<file path="config.mk">
export PLATFORM = sky130hd
export DESIGN_NAME = stop_byte_barcode_deframer
export DESIGN_NICKNAME = d
export VERILOG_FILES = /design/src/hdl/sbbd_pkg.sv /design/src/hdl/stop_byte_barcode_deframer.sv
export SDC_FILE = /design/constraint.sdc
export NUM_CORES = 1
export LEC_CHECK = 0
export ABC_AREA = 1
export BUFFER_PORTS_ARGS = -buffer_cell sky130_fd_sc_hd__buf_4
export CAP_MARGIN = 10
export CORE_ASPECT_RATIO = 0.8
export CORE_UTILIZATION = 45
export DETAILED_ROUTE_END_ITERATION = 6
export GPL_TIMING_DRIVEN = 0
export PLACE_DENSITY_LB_ADDON = 0.12
export SLEW_MARGIN = 20
export SYNTH_ARGS = -nofsm -noshare
export SYNTH_HDL_FRONTEND = slang
export SYNTH_SLANG_ARGS = --single-unit
</file>
<file path="constraint.sdc">
create_clock -name i_clk -period 8.8 [get_ports i_clk]
set_clock_uncertainty 0.1 [all_clocks]
set_input_delay 1.32 -clock i_clk [delete_from_list [all_inputs] [get_ports i_clk]]
set_output_delay 1.32 -clock i_clk [all_outputs]
set_load 0.1 [all_outputs]
</file>
<file path="src/hdl/sbbd_pkg.sv">
package sbbd_pkg;

    // result status codes
    localparam logic [1:0] ST_DATA     = 2'd0;
    localparam logic [1:0] ST_EMPTY    = 2'd1;
    localparam logic [1:0] ST_OVERFLOW = 2'd2;
    localparam logic [1:0] ST_TIMEOUT  = 2'd3;

    // configuration register indexes
    localparam int unsigned CFG_IDX_W = 3;
    localparam logic [CFG_IDX_W-1:0] CFG_USE_STOP  = 3'd0;
    localparam logic [CFG_IDX_W-1:0] CFG_STOP_BYTE = 3'd1;
    localparam logic [CFG_IDX_W-1:0] CFG_DROP_STOP = 3'd2;
    localparam logic [CFG_IDX_W-1:0] CFG_TRIM_FRNT = 3'd3;
    localparam logic [CFG_IDX_W-1:0] CFG_TRIM_BACK = 3'd4;
    localparam logic [CFG_IDX_W-1:0] CFG_MAX_LEN   = 3'd5;

    // input item: received byte or timeout event
    typedef struct packed {
        logic       mode;
        logic [7:0] rx_byte;
    } t_in_item;

    // result item
    typedef struct packed {
        logic [7:0] out_byte;
        logic [1:0] status;
        logic       last;
    } t_out_item;

endpackage

</file>
<file path="src/hdl/stop_byte_barcode_deframer.sv">
// channel  | direction | handshake                 | payload
// ---------+-----------+---------------------------+-----------------------
// input    | in        | i_in_valid / o_in_ready   | i_in  (mode, rx_byte)
// result   | out       | o_out_valid / i_out_ready | o_out (out_byte, status, last)
// config   | in        | i_cfg_wr_en               | i_cfg_index, i_cfg_data
//
// A byte that only extends the frame, or one that gives a status result, is handled in idle.
// A completed frame streams out of the frame memory byte by byte (a read state, then a
// show state into the output register); input is held off until the last byte leaves.
// Reset (synchronous, active low) clears control state and loads the register defaults.
// The frame memory has no clearing pass: only written entries are read back.
// A stalled output register holds its result and blocks further input.
module stop_byte_barcode_deframer #(
    parameter int unsigned FRAME_DEPTH = 64
) (
    input  logic                          i_clk,
    input  logic                          i_rst_n,
    input  logic                          i_in_valid,
    output logic                          o_in_ready,
    input  sbbd_pkg::t_in_item            i_in,
    output logic                          o_out_valid,
    input  logic                          i_out_ready,
    output sbbd_pkg::t_out_item           o_out,
    input  logic                          i_cfg_wr_en,
    input  logic [sbbd_pkg::CFG_IDX_W-1:0] i_cfg_index,
    input  logic [7:0]                    i_cfg_data
);
    import sbbd_pkg::*;

    localparam int unsigned AW = $clog2(FRAME_DEPTH);
    localparam int unsigned LW = $clog2(FRAME_DEPTH + 1);
    localparam int unsigned CW = (LW > 7) ? LW : 7;

    typedef enum logic [2:0] {
        S_IDLE = 3'b001,
        S_READ = 3'b010,
        S_SHOW = 3'b100
    } t_state;

    // configuration registers
    logic       r_use_stop;
    logic [7:0] r_stop_byte;
    logic       r_drop_stop;
    logic [5:0] r_trim_front;
    logic [5:0] r_trim_back;
    logic [5:0] r_max_len;

    t_state          r_state, n_state;
    logic [LW-1:0]   r_len, n_len;
    logic [AW-1:0]   r_rd_addr, n_rd_addr;
    logic [AW-1:0]   r_last_addr, n_last_addr;
    logic [7:0]      r_rd_data;
    t_out_item       r_out, n_out;
    logic            r_out_valid, n_out_valid;

    logic [7:0] mem [FRAME_DEPTH];

    logic          in_xfer;
    logic          out_free;
    logic          store_full;
    logic [LW-1:0] len_inc;
    logic [CW-1:0] cut;
    logic [CW-1:0] emit_len;
    logic [CW-1:0] last_full;
    logic          do_emit;
    logic          do_status;
    logic [1:0]    status_code;
    logic          mem_we;
    logic          show_last;

    assign out_free   = !r_out_valid || i_out_ready;
    assign o_in_ready = (r_state == S_IDLE) && out_free;
    assign in_xfer    = i_in_valid && o_in_ready;
    assign store_full = (r_len == LW'(FRAME_DEPTH));
    assign len_inc    = r_len + LW'(1);
    assign cut        = CW'(r_trim_front) + CW'(r_trim_back);
    assign last_full  = emit_len - CW'(r_trim_back) - CW'(1);
    assign show_last  = (r_rd_addr == r_last_addr);

    // decode one accepted item
    always_comb begin
        do_emit     = 1'b0;
        do_status   = 1'b0;
        status_code = ST_EMPTY;
        mem_we      = 1'b0;
        emit_len    = CW'(r_len);
        n_len       = r_len;
        if (in_xfer) begin
            if (i_in.mode) begin
                if (r_use_stop) begin
                    do_status   = 1'b1;
                    status_code = ST_TIMEOUT;
                end else begin
                    do_emit = 1'b1;
                end
            end else if (r_use_stop && (i_in.rx_byte == r_stop_byte)) begin
                if (!r_drop_stop) begin
                    if (store_full) begin
                        do_status   = 1'b1;
                        status_code = ST_OVERFLOW;
                    end else begin
                        mem_we   = 1'b1;
                        emit_len = CW'(len_inc);
                        do_emit  = 1'b1;
                    end
                end else begin
                    do_emit = 1'b1;
                end
            end else begin
                if (store_full) begin
                    do_status   = 1'b1;
                    status_code = ST_OVERFLOW;
                end else begin
                    mem_we = 1'b1;
                    if (CW'(len_inc) > CW'(r_max_len)) begin
                        do_status   = 1'b1;
                        status_code = ST_OVERFLOW;
                    end else begin
                        n_len = len_inc;
                    end
                end
            end
            // trimming that leaves nothing gives the empty status
            if (do_emit && (emit_len <= cut)) begin
                do_emit     = 1'b0;
                do_status   = 1'b1;
                status_code = ST_EMPTY;
            end
            if (do_emit || do_status) begin
                n_len = '0;
            end
        end
    end

    // sequencer and output register next state
    always_comb begin
        n_state     = r_state;
        n_rd_addr   = r_rd_addr;
        n_last_addr = r_last_addr;
        n_out       = r_out;
        n_out_valid = r_out_valid && !i_out_ready;
        case (r_state)
            S_IDLE: begin
                if (do_status) begin
                    n_out.out_byte = 8'd0;
                    n_out.status   = status_code;
                    n_out.last     = 1'b1;
                    n_out_valid    = 1'b1;
                end else if (do_emit) begin
                    n_rd_addr   = AW'(r_trim_front);
                    n_last_addr = last_full[AW-1:0];
                    n_state     = S_READ;
                end
            end
            S_READ: begin
                n_state = S_SHOW;
            end
            S_SHOW: begin
                if (out_free) begin
                    n_out.out_byte = r_rd_data;
                    n_out.status   = ST_DATA;
                    n_out.last     = show_last;
                    n_out_valid    = 1'b1;
                    if (show_last) begin
                        n_state = S_IDLE;
                    end else begin
                        n_rd_addr = r_rd_addr + AW'(1);
                        n_state   = S_READ;
                    end
                end
            end
            default: begin
                n_state = S_IDLE;
            end
        endcase
    end

    // frame memory: write on append, registered read while streaming
    always_ff @(posedge i_clk) begin
        if (mem_we) begin
            mem[r_len[AW-1:0]] <= i_in.rx_byte;
        end
        if (r_state == S_READ) begin
            r_rd_data <= mem[r_rd_addr];
        end
    end

    // control registers
    always_ff @(posedge i_clk) begin
        if (!i_rst_n) begin
            r_state     <= S_IDLE;
            r_len       <= '0;
            r_out_valid <= 1'b0;
        end else begin
            r_state     <= n_state;
            r_len       <= n_len;
            r_out_valid <= n_out_valid;
        end
    end

    // payload registers
    always_ff @(posedge i_clk) begin
        r_rd_addr   <= n_rd_addr;
        r_last_addr <= n_last_addr;
        r_out       <= n_out;
    end

    // configuration writes
    always_ff @(posedge i_clk) begin
        if (!i_rst_n) begin
            r_use_stop   <= 1'b1;
            r_stop_byte  <= 8'd13;
            r_drop_stop  <= 1'b1;
            r_trim_front <= 6'd0;
            r_trim_back  <= 6'd0;
            r_max_len    <= 6'd63;
        end else if (i_cfg_wr_en) begin
            case (i_cfg_index)
                CFG_USE_STOP:  r_use_stop   <= i_cfg_data[0];
                CFG_STOP_BYTE: r_stop_byte  <= i_cfg_data;
                CFG_DROP_STOP: r_drop_stop  <= i_cfg_data[0];
                CFG_TRIM_FRNT: r_trim_front <= i_cfg_data[5:0];
                CFG_TRIM_BACK: r_trim_back  <= i_cfg_data[5:0];
                CFG_MAX_LEN:   r_max_len    <= i_cfg_data[5:0];
                default: begin
                end
            endcase
        end
    end

    assign o_out_valid = r_out_valid;
    assign o_out       = r_out;

endmodule

</file>
==> reports/metrics.cfg <==
[detailed_routing]
dr_wl_met3_um = 10840
num_vias = 17440
wl_met2_um = 35900
avgViaCountPerCell = 6.129
wl_met1_um = 33820
antenna_left = 0
top_layer = met5
wl_um = 83280
drcViolationCount = 21
wire_per_inst_um = 29.27
firstDrtPassIters = 7
drt_first_iter_violations = 2873

[floorplan]
dieArea_um2 = 54680
die_x_um = 261.2
io_pins = 38
core_um2 = 52740
initial_utilization = 0.4586
die_h_um = 209.4
rows = 75

[cts]
cts_resized = 0
cts.sinks = 582
htreeDepth = 2
worstSkewPairLatency_ns = 0.64
cts_setup_buffers = 0
path_clk_slew_ns = 0.06
numCtsBuffers = 58
holdBufCountCts = 0
cts_tree = yes
cts-root-buf = clkbuf_16
clock_path_buffers = 3

[logic_synthesis]
synth_seq_cells = 582
ys_async_sr_fraction = 0
yosys-top-cells-area = edfxtp_1 (67%), nor2_1 (5.6%), o21ai_0 (4.9%)
synth_edf_count = 543
avgSynthCellArea_um2 = 12.05
syn_nets = 2061
syn_area_um2 = 24190
ys_seq_area_frac = 0.7064
synth_flop_cell = edfxtp_1
synth_most_common_cell = edfxtp_1
synth_warnings = 0
yosysTopAreaCellShare = 0.6742
synth_cell_types = 42
synth_top_area_cell = edfxtp_1
synth_common_cells = edfxtp_1 (543), nor2_1 (363), o21ai_0 (238), nand2_1 (161)
syn_inst = 2007

[worst_setup_path]
r2r_cells = 19
worstSetupEndpointType = flop
worst_path_dominant_cell_family = simple AND/OR/NAND/NOR gates
cp_common_cell = nand2_1
slowest_delay_ns = 0.62
startpoint_type = input port
cp_cell_sequence = buf_4 -> inv_1 -> nand2_1 -> and3_1 -> nand3_1 -> nor2_2 -> nand2_1 -> nor2_4 -> nand2_1 -> o21ai_0 -> inv_1 -> ha_1 -> and3_1 -> nand3_1 -> nand3_1 -> nand2_1 -> nand3_1 -> nand2_1 -> nand2_1 -> a21oi_2
r2r_slack_ns = 4.82
crit_slowest_cell = buf_4
cp.arrival_ns = 4.83
worst-path-max-fanout = 66
cp_num_buf_inv = 3
path_class = input port to flop
worst-path-stages = 20
critPathRequiredTime_ns = 8.95

[timing]
fin_crit_sh = 0.5318
worstMarginPinSlew_ns = 1.197
slew_headroom = 0.2017
drv_slew = 0
setup_viol = 0
period_needed_ns = 4.680
rsz0062_at_grt = no
finalWorstSetupSlack_ns = 4.120
hold_viol_final = 0
tns_ns = 0
max_freq_mhz = 213.7

[pwr]
p_leak_nw = 9.060
ir_drop_mv = 0.1465
fin_total_pwr_mw = 6.830
pwr_density_cell_nw_per_um2 = 251.0

[placement]
gp_routability_congestion = 0.9811
place_ws_ns = 3.204
port_buffers = 36
placed_area_um2 = 25320
dp.final_hpwl_um = 54260

[cells_and_area]
drive_gt1_frac = 0.08922
stdcell_area_um2 = 27210
fillerInstances = 4601
syn2layout_area_growth_pct = 12.49
multiInputGateArea_um2 = 6259
antenna_cells = 0
final_nets = 2157
seq_area_um2 = 17090
fin_util = 0.5159

[global_routing]
grt_util_all_layers = 0.3050
grt_pass1_vias = 15940
overflow = 0
antenna_found_initial = 2
grt_pass1_wl_um = 116300
grt_max_degree = 68

[run_status]
violations = design-rule violations
status = complete, but fails checks

[worst_hold_path]
hold_path.class = flop to flop
min_delay_path_depth = 2

[job]
cap_violations = 0

flip-flops by register name, indices dropped and copies added, names as in the netlist:
signal,cells
o_out,11
r_rd_data,8
r_drop_stop,1
r_len,7
r_trim_front,6
r_state,3
r_rd_addr,6
mem,512
r_max_len,6
r_use_stop,1
r_stop_byte,8
r_trim_back,6
o_out_valid,1
r_last_addr,6
routing by layer:
metal / up-vias / GRT usage
li1: 7517 / -
met1: 8647 / 0.4399
met2: 1102 / 0.4409
met3: 169 / 0.09058
met4: 2 / 0.09884
met5: - / 0.003584
worst paths after layout:
path,start,end
setup / recovery,i_in[5],o_out[1]
hold / removal,r_stop_byte[4],r_stop_byte[4]
setup reg to reg,r_len[0],o_out[1]
hold reg to reg,r_stop_byte[4],r_stop_byte[4]
report_power, final:
group	switching (mW)	internal, mW
registers	0.0194	3.06
clock network	1.11	1.38
logic	0.989	0.276
cells in the final DEF, fill, tap and decap left out, drive strengths merged:
cell,netlist,layout
edfxtp,543,543
clkinvlp,0,7
bufinv,0,5
nand3b,4,4
o21ai,296,296
or2,2,2
nand2,168,168
o22ai,78,78
nand4,27,27
o221ai,45,45
nor3,8,8
and3,2,2
xor2,14,14
nor3b,1,1
o211ai,27,27
fa,2,2
clkbuf,81,149
clkinv,4,29
nor2,370,370
inv,91,95
and2,1,1
a21oi,50,50
nand3,83,83
o31ai,1,1
ha,27,27
buf,37,73
dfxtp,39,39
xnor2,6,6
logic make-up (layout without fill, tap and decap cells):
| logic type | count (synthesis) | after routing | share of synthesized area |
|---|---|---|---|
| xor+xnor | 20 | 20 | 0.007242 |
| compound gates | 497 | 497 | 0.1168 |
| flops | 582 | 582 | 0.7064 |
| simple gates | 666 | 666 | 0.1187 |
| buf+inv | 213 | 358 | 0.03528 |
| fa+ha+maj | 29 | 29 | 0.01562 |
tightest hold or removal path, stage by stage (launching register included):
cell	delay, ns
dfxtp_1	0.32
inv_2	0.05
a21oi_1	0.05
per-stage QoR:
step                      cells  hold WS [ns]
after floorplan            2007        0.3362
after global routing       2845        0.3886
after CTS                  2845        0.3662
after detailed placement   2736        0.3566
after global placement     2736        0.3486
final                      2845        0.3653
cell type report:
cell class | count | share of cell area
Clock buffer | 68 | 0.05551
Tap cell | 693 | 0.03187
Multi-Input combinational cell | 1212 | 0.2300
Inverter | 95 | 0.01320
Sequential cell | 582 | 0.6280
Timing Repair Buffer | 36 | 0.009933
Buffer | 118 | 0.01817
Clock inverter | 41 | 0.01329
(Power assumes the default switching activity.)
